## src/rtl/sss_pkg.sv

```systemverilog
// Shared types and constants for the step series statistics block.
package sss_pkg;

    // Widths fixed by the stream and configuration fields
    localparam int STEP_W     = 16;
    localparam int TOTAL_W    = 11;
    localparam int POS_W      = 10;
    localparam int MEAN_W     = 16;
    localparam int CFG_IDX_W  = 2;
    localparam int CFG_DATA_W = 16;
    localparam int RESULT_W   = 72;

    // Configuration register indexes
    localparam logic [CFG_IDX_W-1:0] REG_RUN_THRESHOLD = 2'd0;
    localparam logic [CFG_IDX_W-1:0] REG_MIN_CEILING   = 2'd1;

    // Configuration reset values
    localparam logic [CFG_DATA_W-1:0] RUN_THRESHOLD_RESET = 16'd500;
    localparam logic [CFG_DATA_W-1:0] MIN_CEILING_RESET   = 16'd10000;

    typedef enum logic [1:0] {
        ST_COLLECT,
        ST_DIVIDE,
        ST_HOLD
    } sss_state_t;

    // Controller to datapath commands
    typedef struct packed {
        logic accept;    // sample request taken this cycle
        logic snap;      // taken sample closes the set: capture summary, clear set
        logic div_step;  // one quotient bit of the mean
        logic out_load;  // move finished summary into the output register
    } sss_cmd_t;

endpackage

```

## src/rtl/sss_ctrl.sv

```systemverilog
// Controller: sequences sample intake, mean division and result hand-off.
module sss_ctrl #(
    parameter int STEPS = 16
) (
    input  logic              clk,
    input  logic              rst_n,
    input  logic              s_tvalid,
    input  logic              s_tlast,
    output logic              s_tready,
    input  logic              m_tready,
    output logic              m_tvalid,
    output sss_pkg::sss_cmd_t cmd
);

    localparam int STEP_CNT_W = $clog2(STEPS);

    sss_pkg::sss_state_t   state_reg;
    sss_pkg::sss_state_t   state_next;
    logic [STEP_CNT_W-1:0] step_reg;
    logic [STEP_CNT_W-1:0] step_next;
    logic                  valid_reg;
    logic                  valid_next;

    always_ff @(posedge clk or negedge rst_n)
    begin
        if (!rst_n)
        begin
            state_reg <= sss_pkg::ST_COLLECT;
            step_reg  <= '0;
            valid_reg <= 1'b0;
        end
        else
        begin
            state_reg <= state_next;
            step_reg  <= step_next;
            valid_reg <= valid_next;
        end
    end

    always_comb
    begin
        state_next   = state_reg;
        step_next    = step_reg;
        s_tready     = 1'b0;
        cmd          = '0;
        case (state_reg)
            sss_pkg::ST_COLLECT:
            begin
                s_tready   = 1'b1;
                cmd.accept = s_tvalid;
                if (s_tvalid && s_tlast)
                begin
                    cmd.snap   = 1'b1;
                    step_next  = STEP_CNT_W'(STEPS - 1);
                    state_next = sss_pkg::ST_DIVIDE;
                end
            end
            sss_pkg::ST_DIVIDE:
            begin
                cmd.div_step = 1'b1;
                if (step_reg == '0)
                begin
                    state_next = sss_pkg::ST_HOLD;
                end
                else
                begin
                    step_next = step_reg - 1'b1;
                end
            end
            sss_pkg::ST_HOLD:
            begin
                // wait for the output register to empty
                if (!valid_reg || m_tready)
                begin
                    cmd.out_load = 1'b1;
                    state_next   = sss_pkg::ST_COLLECT;
                end
            end
            default:
            begin
                state_next = sss_pkg::ST_COLLECT;
            end
        endcase
    end

    always_comb
    begin
        if (cmd.out_load)
        begin
            valid_next = 1'b1;
        end
        else if (m_tready)
        begin
            valid_next = 1'b0;
        end
        else
        begin
            valid_next = valid_reg;
        end
    end

    assign m_tvalid = valid_reg;

endmodule

```

## src/rtl/sss_datapath.sv

```systemverilog
// Datapath: running statistics, configuration registers, mean divider and output register.
module sss_datapath #(
    parameter int MAX_RECORDS = 1024,
    parameter int SAMPLE_W    = 16
) (
    input  logic                                clk,
    input  logic                                rst_n,
    input  sss_pkg::sss_cmd_t                   cmd,
    input  logic [sss_pkg::STEP_W-1:0]          step_count,
    input  logic                                last_sample,
    input  logic                                cfg_we,
    input  logic [sss_pkg::CFG_IDX_W-1:0]       cfg_index,
    input  logic [sss_pkg::CFG_DATA_W-1:0]      cfg_data,
    output logic [sss_pkg::RESULT_W-1:0]        result_data,
    output logic                                result_overflowed
);

    localparam int CNT_W = $clog2(MAX_RECORDS + 1);
    localparam int IDX_W = $clog2(MAX_RECORDS);
    localparam int SUM_W = SAMPLE_W + CNT_W;
    localparam logic [sss_pkg::STEP_W-1:0] SAMPLE_MASK =
        sss_pkg::STEP_W'((32'd1 << SAMPLE_W) - 32'd1);

    // configuration
    logic [sss_pkg::CFG_DATA_W-1:0] threshold_reg;
    logic [sss_pkg::CFG_DATA_W-1:0] ceiling_reg;

    // running state of the open set
    logic [CNT_W-1:0]          cnt_reg,        cnt_next;
    logic [sss_pkg::STEP_W-1:0] min_value_reg,  min_value_next;
    logic [IDX_W-1:0]          min_pos_reg,    min_pos_next;
    logic [sss_pkg::STEP_W-1:0] max_value_reg,  max_value_next;
    logic [IDX_W-1:0]          max_pos_reg,    max_pos_next;
    logic [SUM_W-1:0]          sum_reg,        sum_next;
    logic                      in_run_reg,     in_run_next;
    logic [IDX_W-1:0]          open_first_reg, open_first_next;
    logic [IDX_W-1:0]          open_last_reg,  open_last_next;
    logic [IDX_W-1:0]          best_first_reg, best_first_next;
    logic [IDX_W-1:0]          best_last_reg,  best_last_next;
    logic                      dropped_reg,    dropped_next;

    // captured summary and divider
    logic [CNT_W-1:0]    job_total_reg;
    logic [IDX_W-1:0]    job_fewest_reg;
    logic [IDX_W-1:0]    job_largest_reg;
    logic [IDX_W-1:0]    job_first_reg;
    logic [IDX_W-1:0]    job_last_reg;
    logic                job_dropped_reg;
    logic [CNT_W-1:0]    rem_reg;
    logic [SAMPLE_W-1:0] quo_reg;

    // output register
    logic [sss_pkg::RESULT_W-1:0] out_data_reg;
    logic                         out_overflowed_reg;

    logic [sss_pkg::STEP_W-1:0] sample;
    logic                       counted;
    logic [IDX_W-1:0]           idx;
    logic [sss_pkg::STEP_W-1:0] min_cur;
    logic                       new_min;
    logic                       new_max;
    logic                       above;
    logic                       commit;
    logic                       longer;

    logic [CNT_W:0]   trial;
    logic             fits;

    logic [31:0] total_ext;
    logic [31:0] fewest_ext;
    logic [31:0] largest_ext;
    logic [31:0] mean_ext;
    logic [31:0] first_ext;
    logic [31:0] last_ext;

    always_ff @(posedge clk or negedge rst_n)
    begin
        if (!rst_n)
        begin
            threshold_reg <= sss_pkg::RUN_THRESHOLD_RESET;
            ceiling_reg   <= sss_pkg::MIN_CEILING_RESET;
        end
        else if (cfg_we)
        begin
            if (cfg_index == sss_pkg::REG_RUN_THRESHOLD)
            begin
                threshold_reg <= cfg_data;
            end
            else if (cfg_index == sss_pkg::REG_MIN_CEILING)
            begin
                ceiling_reg <= cfg_data;
            end
        end
    end

    always_comb
    begin
        sample  = step_count & SAMPLE_MASK;
        counted = cnt_reg < CNT_W'(MAX_RECORDS);
        idx     = cnt_reg[IDX_W-1:0];
        // the ceiling stands in for the minimum at the first sample of a set
        min_cur = (cnt_reg == '0) ? ceiling_reg : min_value_reg;
        new_min = counted && (sample < min_cur);
        new_max = counted && (sample > max_value_reg);
        above   = sample > threshold_reg;

        min_value_next = counted ? (new_min ? sample : min_cur) : min_value_reg;
        min_pos_next   = new_min ? idx : min_pos_reg;
        max_value_next = new_max ? sample : max_value_reg;
        max_pos_next   = new_max ? idx : max_pos_reg;
        sum_next       = counted ? sum_reg + SUM_W'(sample) : sum_reg;
        cnt_next       = counted ? cnt_reg + 1'b1 : cnt_reg;
        dropped_next   = dropped_reg | ~counted;

        open_first_next = open_first_reg;
        open_last_next  = open_last_reg;
        in_run_next     = in_run_reg;
        if (counted && above)
        begin
            open_first_next = in_run_reg ? open_first_reg : idx;
            open_last_next  = idx;
            in_run_next     = 1'b1;
        end
        else if (counted)
        begin
            in_run_next = 1'b0;
        end

        // close a run on a low sample, or one still open at the end of the set
        commit = counted ? (above ? last_sample : in_run_reg) : (last_sample && in_run_reg);
        longer = (open_last_next - open_first_next) > (best_last_reg - best_first_reg);
        best_first_next = (commit && longer) ? open_first_next : best_first_reg;
        best_last_next  = (commit && longer) ? open_last_next  : best_last_reg;
    end

    always_ff @(posedge clk or negedge rst_n)
    begin
        if (!rst_n)
        begin
            cnt_reg        <= '0;
            min_value_reg  <= sss_pkg::MIN_CEILING_RESET;
            min_pos_reg    <= '0;
            max_value_reg  <= '0;
            max_pos_reg    <= '0;
            sum_reg        <= '0;
            in_run_reg     <= 1'b0;
            open_first_reg <= '0;
            open_last_reg  <= '0;
            best_first_reg <= '0;
            best_last_reg  <= '0;
            dropped_reg    <= 1'b0;
        end
        else if (cmd.accept)
        begin
            if (cmd.snap)
            begin
                cnt_reg        <= '0;
                min_value_reg  <= ceiling_reg;
                min_pos_reg    <= '0;
                max_value_reg  <= '0;
                max_pos_reg    <= '0;
                sum_reg        <= '0;
                in_run_reg     <= 1'b0;
                open_first_reg <= '0;
                open_last_reg  <= '0;
                best_first_reg <= '0;
                best_last_reg  <= '0;
                dropped_reg    <= 1'b0;
            end
            else
            begin
                cnt_reg        <= cnt_next;
                min_value_reg  <= min_value_next;
                min_pos_reg    <= min_pos_next;
                max_value_reg  <= max_value_next;
                max_pos_reg    <= max_pos_next;
                sum_reg        <= sum_next;
                in_run_reg     <= in_run_next;
                open_first_reg <= open_first_next;
                open_last_reg  <= open_last_next;
                best_first_reg <= best_first_next;
                best_last_reg  <= best_last_next;
                dropped_reg    <= dropped_next;
            end
        end
    end

    // restoring divider: the sum is below count * 2^SAMPLE_W, so the
    // upper part already sits below the divisor and SAMPLE_W steps suffice
    always_comb
    begin
        trial = {rem_reg, quo_reg[SAMPLE_W-1]};
        fits  = trial >= {1'b0, job_total_reg};
    end

    always_ff @(posedge clk)
    begin
        if (cmd.snap)
        begin
            job_total_reg   <= cnt_next;
            job_fewest_reg  <= min_pos_next;
            job_largest_reg <= max_pos_next;
            job_first_reg   <= best_first_next;
            job_last_reg    <= best_last_next;
            job_dropped_reg <= dropped_next;
            rem_reg         <= sum_next[SUM_W-1:SAMPLE_W];
            quo_reg         <= sum_next[SAMPLE_W-1:0];
        end
        else if (cmd.div_step)
        begin
            rem_reg <= fits ? CNT_W'(trial - {1'b0, job_total_reg}) : trial[CNT_W-1:0];
            quo_reg <= {quo_reg[SAMPLE_W-2:0], fits};
        end
    end

    always_comb
    begin
        total_ext   = 32'(job_total_reg);
        fewest_ext  = 32'(job_fewest_reg);
        largest_ext = 32'(job_largest_reg);
        mean_ext    = (job_total_reg == '0) ? 32'd0 : 32'(quo_reg);
        first_ext   = 32'(job_first_reg);
        last_ext    = 32'(job_last_reg);
    end

    always_ff @(posedge clk)
    begin
        if (cmd.out_load)
        begin
            out_data_reg <= {5'd0,
                             last_ext[sss_pkg::POS_W-1:0],
                             first_ext[sss_pkg::POS_W-1:0],
                             mean_ext[sss_pkg::MEAN_W-1:0],
                             largest_ext[sss_pkg::POS_W-1:0],
                             fewest_ext[sss_pkg::POS_W-1:0],
                             total_ext[sss_pkg::TOTAL_W-1:0]};
            out_overflowed_reg <= job_dropped_reg;
        end
    end

    assign result_data       = out_data_reg;
    assign result_overflowed = out_overflowed_reg;

endmodule

```

## src/rtl/step_series_statistics.sv

```systemverilog
// Step series statistics: minimum, maximum, mean and longest run over sets of samples.
// Samples are taken one per cycle while a set is collected. The sample carrying tlast
// closes the set: the block then stops taking samples while a shift-subtract divider
// forms the mean at one quotient bit per cycle, and the next request is taken only once
// the summary has moved into the output register, where it waits;
// samples of the next set are taken meanwhile, and so is its closing sample, but after
// that division intake stays paused until the previous summary has been taken. Samples
// past MAX_RECORDS in a set are dropped and reported through m_tuser. Configuration is
// written through the cfg channel, which is always ready; index 0 is the run threshold,
// index 1 the minimum ceiling.
module step_series_statistics #(
    parameter int MAX_RECORDS = 1024,
    parameter int SAMPLE_BITS = 16
) (
    input  logic        clk,
    input  logic        rst_n,
    input  logic        s_tvalid,
    output logic        s_tready,
    input  logic [15:0] s_tdata,   // [15:0] step_count
    input  logic        s_tlast,   // last_sample
    output logic        m_tvalid,
    input  logic        m_tready,
    // [10:0] record_total, [20:11] fewest_index, [30:21] largest_index,
    // [46:31] mean_steps, [56:47] run_start, [66:57] run_end, [71:67] zero
    output logic [71:0] m_tdata,
    output logic        m_tuser,   // overflowed
    input  logic        cfg_valid,
    output logic        cfg_ready,
    input  logic [1:0]  cfg_index,
    input  logic [15:0] cfg_data
);

    localparam int SAMPLE_W = (SAMPLE_BITS < 16) ? SAMPLE_BITS : 16;

    sss_pkg::sss_cmd_t cmd;

    assign cfg_ready = 1'b1;

    sss_ctrl #(
        .STEPS (SAMPLE_W)
    ) u_ctrl (
        .clk      (clk),
        .rst_n    (rst_n),
        .s_tvalid (s_tvalid),
        .s_tlast  (s_tlast),
        .s_tready (s_tready),
        .m_tready (m_tready),
        .m_tvalid (m_tvalid),
        .cmd      (cmd)
    );

    sss_datapath #(
        .MAX_RECORDS (MAX_RECORDS),
        .SAMPLE_W    (SAMPLE_W)
    ) u_datapath (
        .clk               (clk),
        .rst_n             (rst_n),
        .cmd               (cmd),
        .step_count        (s_tdata),
        .last_sample       (s_tlast),
        .cfg_we            (cfg_valid),
        .cfg_index         (cfg_index),
        .cfg_data          (cfg_data),
        .result_data       (m_tdata),
        .result_overflowed (m_tuser)
    );

endmodule

```

## config.mk

```make
export PLATFORM = sky130hd
export DESIGN_NAME = step_series_statistics
export DESIGN_NICKNAME = d
export VERILOG_FILES = /design/src/rtl/sss_pkg.sv /design/src/rtl/sss_ctrl.sv /design/src/rtl/sss_datapath.sv /design/src/rtl/step_series_statistics.sv
export SDC_FILE = /design/constraint.sdc
export NUM_CORES = 1
export LEC_CHECK = 0
export ABC_AREA = 1
export BUFFER_PORTS_ARGS = -buffer_cell sky130_fd_sc_hd__buf_2
export CAP_MARGIN = 20
export CORE_MARGIN = 2
export CORE_UTILIZATION = 54
export DETAILED_ROUTE_END_ITERATION = 16
export GPL_ROUTABILITY_DRIVEN = 0
export PLACE_DENSITY = 0.7
export RECOVER_POWER = 25
export SLEW_MARGIN = 30
export SYNTH_ARGS = -nofsm -noshare
export SYNTH_HDL_FRONTEND = slang
export SYNTH_HIERARCHICAL = 1
export SYNTH_SLANG_ARGS = --single-unit
```

## constraint.sdc

```tcl
create_clock -name clk -period 9.6 [get_ports clk]
set_input_delay 0.96 -clock clk [delete_from_list [all_inputs] [get_ports clk]]
set_output_delay 0.96 -clock clk [all_outputs]
set_load 0.02 [all_outputs]
```

==> impl_metrics.csv, run 1 <==
group,metric,value,unit
run_status,status,"finished with violations",
run_status,failed_checks,"capacitance limit, slew limit",
place,placement.io_buffers,109,
power,pwr-share-clk,18.4,%
logic_synthesis,synth_cells,1897,
die,die_width,181.5,um
final_layout,multi_input_area,0.006800,mm^2
die,num_io_pins,116,
sta,finClkSkew,0.01229,ns
sta,tightest_slew,5.871,ns
logic_synthesis,synth_area,0.01702,mm^2
logic_synthesis,syn-mean-instance-area,8.971,um^2
setup_path,critPathMaxFanout,102,
global_route,grt.total_usage,25.19,%
power,pwr-share-comb,51.1,%
cts,tritoncts.num_buffers,36,
final_layout,seqCellArea,0.008713,mm^2
power,power.sequential.fraction,30.5,%
setup_path,critical_path_required,8.79,ns
drt,overall_routed_net_length,40.98,mm
drt,firstDrtPassIters,5,
sta,timing_hold_violations_final,0,
setup_path,worstPathArrival,5.12,ns
logic_synthesis,synthDominantCellAreaShare,25.94,%
die,core-area,0.03131,mm^2
power,internal_power,0.004369,W
global_route,antenna_found_initial,0,
logic_synthesis,synth-seq-area-share,51.20,%
final_layout,layout-drive-gt1-share,12.12,%
power,power_per_cell_area,406.0,mW/mm^2
global_route,grt.overflow.total,0,
setup_path,worst-setup-path-type,"input port to async pin",
power,ir_drop,245.3,uV
die,fp.dieH,181.5,um
place,placement.setup.worst_slack,3.365,ns
power,power_leakage,9.136,nW
die,floorplan.die_area,0.03295,mm^2
global_route,global_route_wire_length_before_repair,67.51,mm
sta,min_period_over_period,61.79,%
cts,clock-root-buffer,"sky130_fd_sc_hd__clkbuf_16",
sta,tns,0,ns
logic_synthesis,synthDistinctLibCells,51,
die,std_cell_rows,65,
drt,drc,0,
cts,numClockSinks,318,
logic_synthesis,synth-edff-count,147,
final_layout,area.growth.synth_to_final,12.15,%
cts,worstSkewPairLatency,0.52,ns
sta,rsz0062_at_grt,"false",
drt,route.antenna.remaining_nets,0,
cts,cts_resized,0,
setup_path,worst_setup_path_end_kind,"async pin",
power,p_sw_share,43.62,%
logic_synthesis,synth.largest_area_cell,"sky130_fd_sc_hd__edfxtp_1",
sta,finalCriticalPeriod,5.932,ns
logic_synthesis,synthArstFlopShare,53.77,%
sta,post-route-worst-setup-slack,3.668,ns
run,max-cap-violations,2,
logic_synthesis,postSynth.topFlopCell,"sky130_fd_sc_hd__dfrtp_1",
sta,slew_headroom,-291.4,%
final_layout,fillCellCount,2677,
power,power.net_switching,0.003381,W
cts,cts_max_level,2,
setup_path,crit_slowest_cell,"sky130_fd_sc_hd__clkbuf_1",
final_layout,nNetsFinal,2132,
final_layout,final_common_cell,"sky130_fd_sc_hd__nand2_1",
drt,drt-wirelength-per-cell,16.96,um
setup_path,critical_path.max_stage_delay,3.99,ns
logic_synthesis,synthesis.yosys.warnings,6,
setup_path,category_of_cells_accounting_for_the_largest_share_of_critical_path_delay,"buffers and inverters",
global_route,first_global_vias,13240,
setup_path,worstSetupStartpointType,"input port",
cts,cts-root-to-sink-buffers,3,
place,hpwlAfterDp,27.58,mm
setup_path,timing.critical_path.buf_inv,1,
power,design_power_total,0.007749,W
final_layout,most-common-layout-cells,"sky130_fd_sc_hd__nand2_1, sky130_fd_sc_hd__inv_1, sky130_fd_sc_hd__o21ai_0, sky130_fd_sc_hd__dfrtp_1, sky130_fd_sc_hd__edfxtp_1",
cts,clk_pin_slew,0.06,ns
cts,total_setup_buffers_inserted_after_cts,0,
sta,final.hold.worst_slack,0.4157,ns
min_path,worst_hold_path_type,"flop to flop",
logic_synthesis,synth.ff_latch_count,318,
cts,tritoncts,"built",
sta,final_max_slew_viol_count,131,
final_layout,fin_util,60.95,%
cts,postCtsHoldBufs,0,
sta,finalSetupViolations,0,
sta,maxClockFrequency,168.6,MHz
setup_path,worstPathCellList,"clkbuf_1",
die,initial_core_util,54.35,%
drt,vias_per_cell,5.585,
final_layout,flip_flop_count_of_the_largest_register_all_copies_and_words_added,67,
global_route,grt_start_max_net_pins,103,
drt,drt_first_iter_violations,1159,
drt,total_vias_in_the_final_route,13490,
logic_synthesis,synth.area.top_cells,"sky130_fd_sc_hd__edfxtp_1, sky130_fd_sc_hd__dfrtp_1, sky130_fd_sc_hd__nand2_1, sky130_fd_sc_hd__ha_1, sky130_fd_sc_hd__inv_1",
## synth_stat cells (15+ instances only)
cell type and count:
sky130_fd_sc_hd__nand2_1 403, sky130_fd_sc_hd__inv_1 295, sky130_fd_sc_hd__o21ai_0 161, sky130_fd_sc_hd__dfrtp_1 155, sky130_fd_sc_hd__edfxtp_1 147, sky130_fd_sc_hd__nand3_1 109, sky130_fd_sc_hd__ha_1 103, sky130_fd_sc_hd__nor2_1 76
sky130_fd_sc_hd__a21oi_1 65, sky130_fd_sc_hd__o22ai_1 64, sky130_fd_sc_hd__clkbuf_1 51, sky130_fd_sc_hd__xor2_1 28, sky130_fd_sc_hd__nand4_1 24, sky130_fd_sc_hd__o21ai_1 24, sky130_fd_sc_hd__a31oi_1 19, sky130_fd_sc_hd__dfstp_2 16
sky130_fd_sc_hd__nor3_1 15
## kinds of logic after synthesis
family / count (synthesis) / synth area share, %
AO/OA/AOI/OAI: 373 / 12.47
XOR/XNOR: 38 / 1.956
adder cells (fa/ha/maj): 107 / 8.044
buffers and inverters: 384 / 8.955
flip-flops: 318 / 51.20
multiplexers: 1 / 0.05882
other: 2 / 0.04413
AND/OR/NAND/NOR: 674 / 17.27
## worst paths after layout
path	start	to	slack (ns)	cells after the start
setup / recovery	rst_n	u_datapath/sum_reg[14]	3.67	1
hold / removal	u_datapath/job_last_reg[0]	u_datapath/result_data[57]	0.42	0
setup reg to reg	u_datapath/cnt_reg[10]	u_datapath/job_last_reg[0]	3.79	24
hold reg to reg	u_datapath/job_last_reg[0]	u_datapath/result_data[57]	0.42	0
max in group clk	u_datapath/cnt_reg[10]	u_datapath/job_last_reg[0]	3.79	24
min in group asynchronous	rst_n	u_ctrl/step_reg[3]	2.58	1
## routing by layer
metal	vias up	GRT usage (%)	part of all wire [%]
met5	-	0	0
met4	0	7.837	2.7
met2	479	40.44	46
li1	6497	-	-
met3	85	3.831	6.6
met1	6432	35.53	45
## layout make-up
type	count	area share (%)
diodes	1	0.01311
clock buffers	49	5.409
clock inverters	17	1.049
inverters	306	6.025
multi-input cells	1199	35.63
flip-flops and latches	318	45.66
well taps	402	2.636
repair buffers	124	3.580
## metrics by stage
stage          std cells  cell area, um^2
2_1_floorplan       1901            17030
6_report            2416            19080
5_1_grt             2415            19080
3_5_place_dp        2348            17850
4_1_cts             2414            19090
3_3_place_gp        2347            17830
## power by group through the flow
stage / clock [W] / sequential, W / combinational, W
6_report: 0.00142 / 0.00237 / 0.00396
4_1_cts: 0.00145 / 0.00236 / 0.00385
2_1_floorplan: 0 / 0.00237 / 0.00291
3_3_place_gp: 0 / 0.00237 / 0.00369
5_1_grt: 0.00151 / 0.00241 / 0.00450
3_5_place_dp: 0 / 0.00238 / 0.00382
Power figures use the tool's default switching activity.
==> run 2, diff against run 1 <==
==> constraint.sdc (replaced) <==
create_clock -name clk -period 5.5 [get_ports clk]
set_input_delay 0.55 -clock clk [delete_from_list [all_inputs] [get_ports clk]]
set_output_delay 0.55 -clock clk [all_outputs]
set_load 0.02 [all_outputs]
==> run 2 against run 1 <==
The flow still finishes with violations (capacitance limit, slew limit). Power up 75%. Cell count up 0.62%. Clock power up 68%. Critical path type is now flop to flop. Die area unchanged. Via count down 1.2%. First-iteration DRC count unchanged.
==> impl_metrics.csv, run 2 (synthesized netlist as in run 1, its figures left out) <==
group,metric,value,unit
die,die_width,181.5,um
sta,finClkSkew,0.01856,ns
power,power.sequential.fraction,30.5,%
cts,cts_max_level,2,
final_layout,most-common-layout-cells,"sky130_fd_sc_hd__nand2_1, sky130_fd_sc_hd__inv_1, sky130_fd_sc_hd__o21ai_0, sky130_fd_sc_hd__dfrtp_1, sky130_fd_sc_hd__edfxtp_1",
die,num_io_pins,116,
setup_path,crit_path_frequent_cell,"sky130_fd_sc_hd__nand2_1",
sta,tightest_slew,4.897,ns
power,p_sw_share,43.40,%
die,initial_core_util,54.35,%
cts,tritoncts.num_buffers,36,
die,std_cell_rows,65,
sta,final.hold.worst_slack,0.2433,ns
final_layout,layout-drive-gt1-share,13.16,%
sta,final_max_slew_viol_count,111,
power,pwr-share-clk,17.6,%
global_route,first_global_vias,12640,
global_route,grt.total_usage,24.05,%
setup_path,worst_setup_path_end_kind,"flop",
sta,maxClockFrequency,193.3,MHz
drt,firstDrtPassIters,7,
final_layout,fillCellCount,2580,
final_layout,multi_input_area,0.006860,mm^2
setup_path,worst-setup-path-type,"flop to flop",
final_layout,insertedDiodeCount,0,
cts,cts-root-to-sink-buffers,3,
power,power_leakage,9.173,nW
cts,tritoncts,"built",
power,ir_drop,366.6,uV
cts,postCtsHoldBufs,0,
drt,vias_per_cell,5.485,
sta,finalSetupViolations,0,
sta,finalCriticalPeriod,5.173,ns
setup_path,crit_slowest_cell,"sky130_fd_sc_hd__dfstp_2",
setup_path,timing.critical_path.buf_inv,6,
final_layout,final_common_cell,"sky130_fd_sc_hd__nand2_1",
final_layout,seqCellArea,0.008713,mm^2
final_layout,flip_flop_count_of_the_largest_register_all_copies_and_words_added,67,
power,power_per_cell_area,706.4,mW/mm^2
place,placed_cell_area,0.01792,mm^2
setup_path,critical_path_required,5.77,ns
sta,min_period_over_period,94.06,%
setup_path,worstSetupStartpointType,"flop",
sta,slew_headroom,-226.4,%
setup_path,category_of_cells_accounting_for_the_largest_share_of_critical_path_delay,"simple AND/OR/NAND/NOR gates",
power,internal_power,0.007664,W
final_layout,layoutNonFillerInstCount,2431,
final_layout,nNetsFinal,2148,
sta,timing_hold_violations_final,0,
power,pwr-share-comb,52.0,%
final_layout,fin_util,61.22,%
power,power.net_switching,0.005877,W
cts,clock-root-buffer,"sky130_fd_sc_hd__clkbuf_16",
run_status,failed_checks,"capacitance limit, slew limit",
cts,worstSkewPairLatency,0.52,ns
drt,overall_routed_net_length,39.51,mm
drt,route.antenna.remaining_nets,0,
setup_path,critPathMaxFanout,20,
cts,numClockSinks,318,
global_route,grt.overflow.total,0,
drt,drc,0,
run,max-cap-violations,2,
cts,clk_pin_slew,0.06,ns
final_layout,post-route-cell-area,0.01917,mm^2
die,core-area,0.03131,mm^2
drt,drt_first_iter_violations,1159,
die,floorplan.die_area,0.03295,mm^2
die,fp.dieH,181.5,um
setup_path,worstPathArrival,5.44,ns
global_route,grt_start_max_net_pins,84,
place,hpwlAfterDp,27.33,mm
final_layout,area.growth.synth_to_final,12.64,%
global_route,antenna_found_initial,0,
drt,total_vias_in_the_final_route,13330,
global_route,global_route_wire_length_before_repair,63.99,mm
drt,drt-wirelength-per-cell,16.25,um
min_path,worst_hold_path_type,"input port to flop",
place,placement.io_buffers,109,
place,place.detailed.instances,2358,
run_status,status,"finished with violations",
setup_path,critical_path.max_stage_delay,0.53,ns
run 2: cell types whose count changed in the layout (fill, tap and decap cells not counted), moves of 2 or more:
cell	previous run	this run
sky130_fd_sc_hd__nor2_4	1	3
sky130_fd_sc_hd__o21ai_1	24	20
sky130_fd_sc_hd__clkbuf_1	10	13
sky130_fd_sc_hd__o21ai_2	2	10
sky130_fd_sc_hd__o21ai_0	162	159
sky130_fd_sc_hd__buf_4	11	24
sky130_fd_sc_hd__nor2_1	74	72
run 2: layout make-up:
cell class	count	area share (%)
sequential	318	45.46
multi-input combinational	1201	35.79
inverter	306	6.012
clock buffer	51	5.313
timing repair buffer	138	3.975
tap	402	2.624
clock inverter	15	0.8290
run 2: per-stage QoR:
stage	TNS [ns]	setup WS [ns]	power (W)
4_1_cts	0	0.2512	0.01327
3_5_place_dp	0	0.05478	0.01083
5_1_grt	-0.3384	-0.04620	0.01471
3_3_place_gp	0	0.2225	0.01060
2_1_floorplan	0	0.8597	0.009221
6_report	0	0.3266	0.01354
run 2: what timing repair did:
action                     CTS  global route
setup endpoints to repair    0            40
resized for setup            0            16
setup buffers                0             5
run 2: path summary, 6_finish.rpt:
check | startpoint | end | slack (ns) | depth (start not counted)
setup / recovery | u_datapath/threshold_reg[8] | u_datapath/job_first_reg[8] | 0.33 | 29
hold / removal | m_tready | u_ctrl/m_tvalid | 0.24 | 2
setup reg to reg | u_datapath/threshold_reg[8] | u_datapath/job_first_reg[8] | 0.33 | 29
hold reg to reg | u_datapath/job_first_reg[1] | u_datapath/result_data[48] | 0.42 | 0
max in group asynchronous | rst_n | u_datapath/ceiling_reg[12] | 0.94 | 2
min in group asynchronous | rst_n | u_ctrl/step_reg[3] | 1.81 | 1
run 2: layer usage:
metal	vias up	share of wire [%]	track usage (%)
met5	-	0	0
met4	0	2.5	7.772
met3	76	6.3	3.430
met2	456	46	38.73
met1	6281	45	33.85
li1	6520	-	-
run 2: power groups by stage:
stage | sequential [W] | combinational [W] | clock [W]
2_1_floorplan | 0.00414 | 0.00508 | 0
3_3_place_gp | 0.00414 | 0.00646 | 0
3_5_place_dp | 0.00415 | 0.00669 | 0
4_1_cts | 0.00412 | 0.00672 | 0.00242
5_1_grt | 0.00421 | 0.00797 | 0.00253
6_report | 0.00413 | 0.00703 | 0.00238
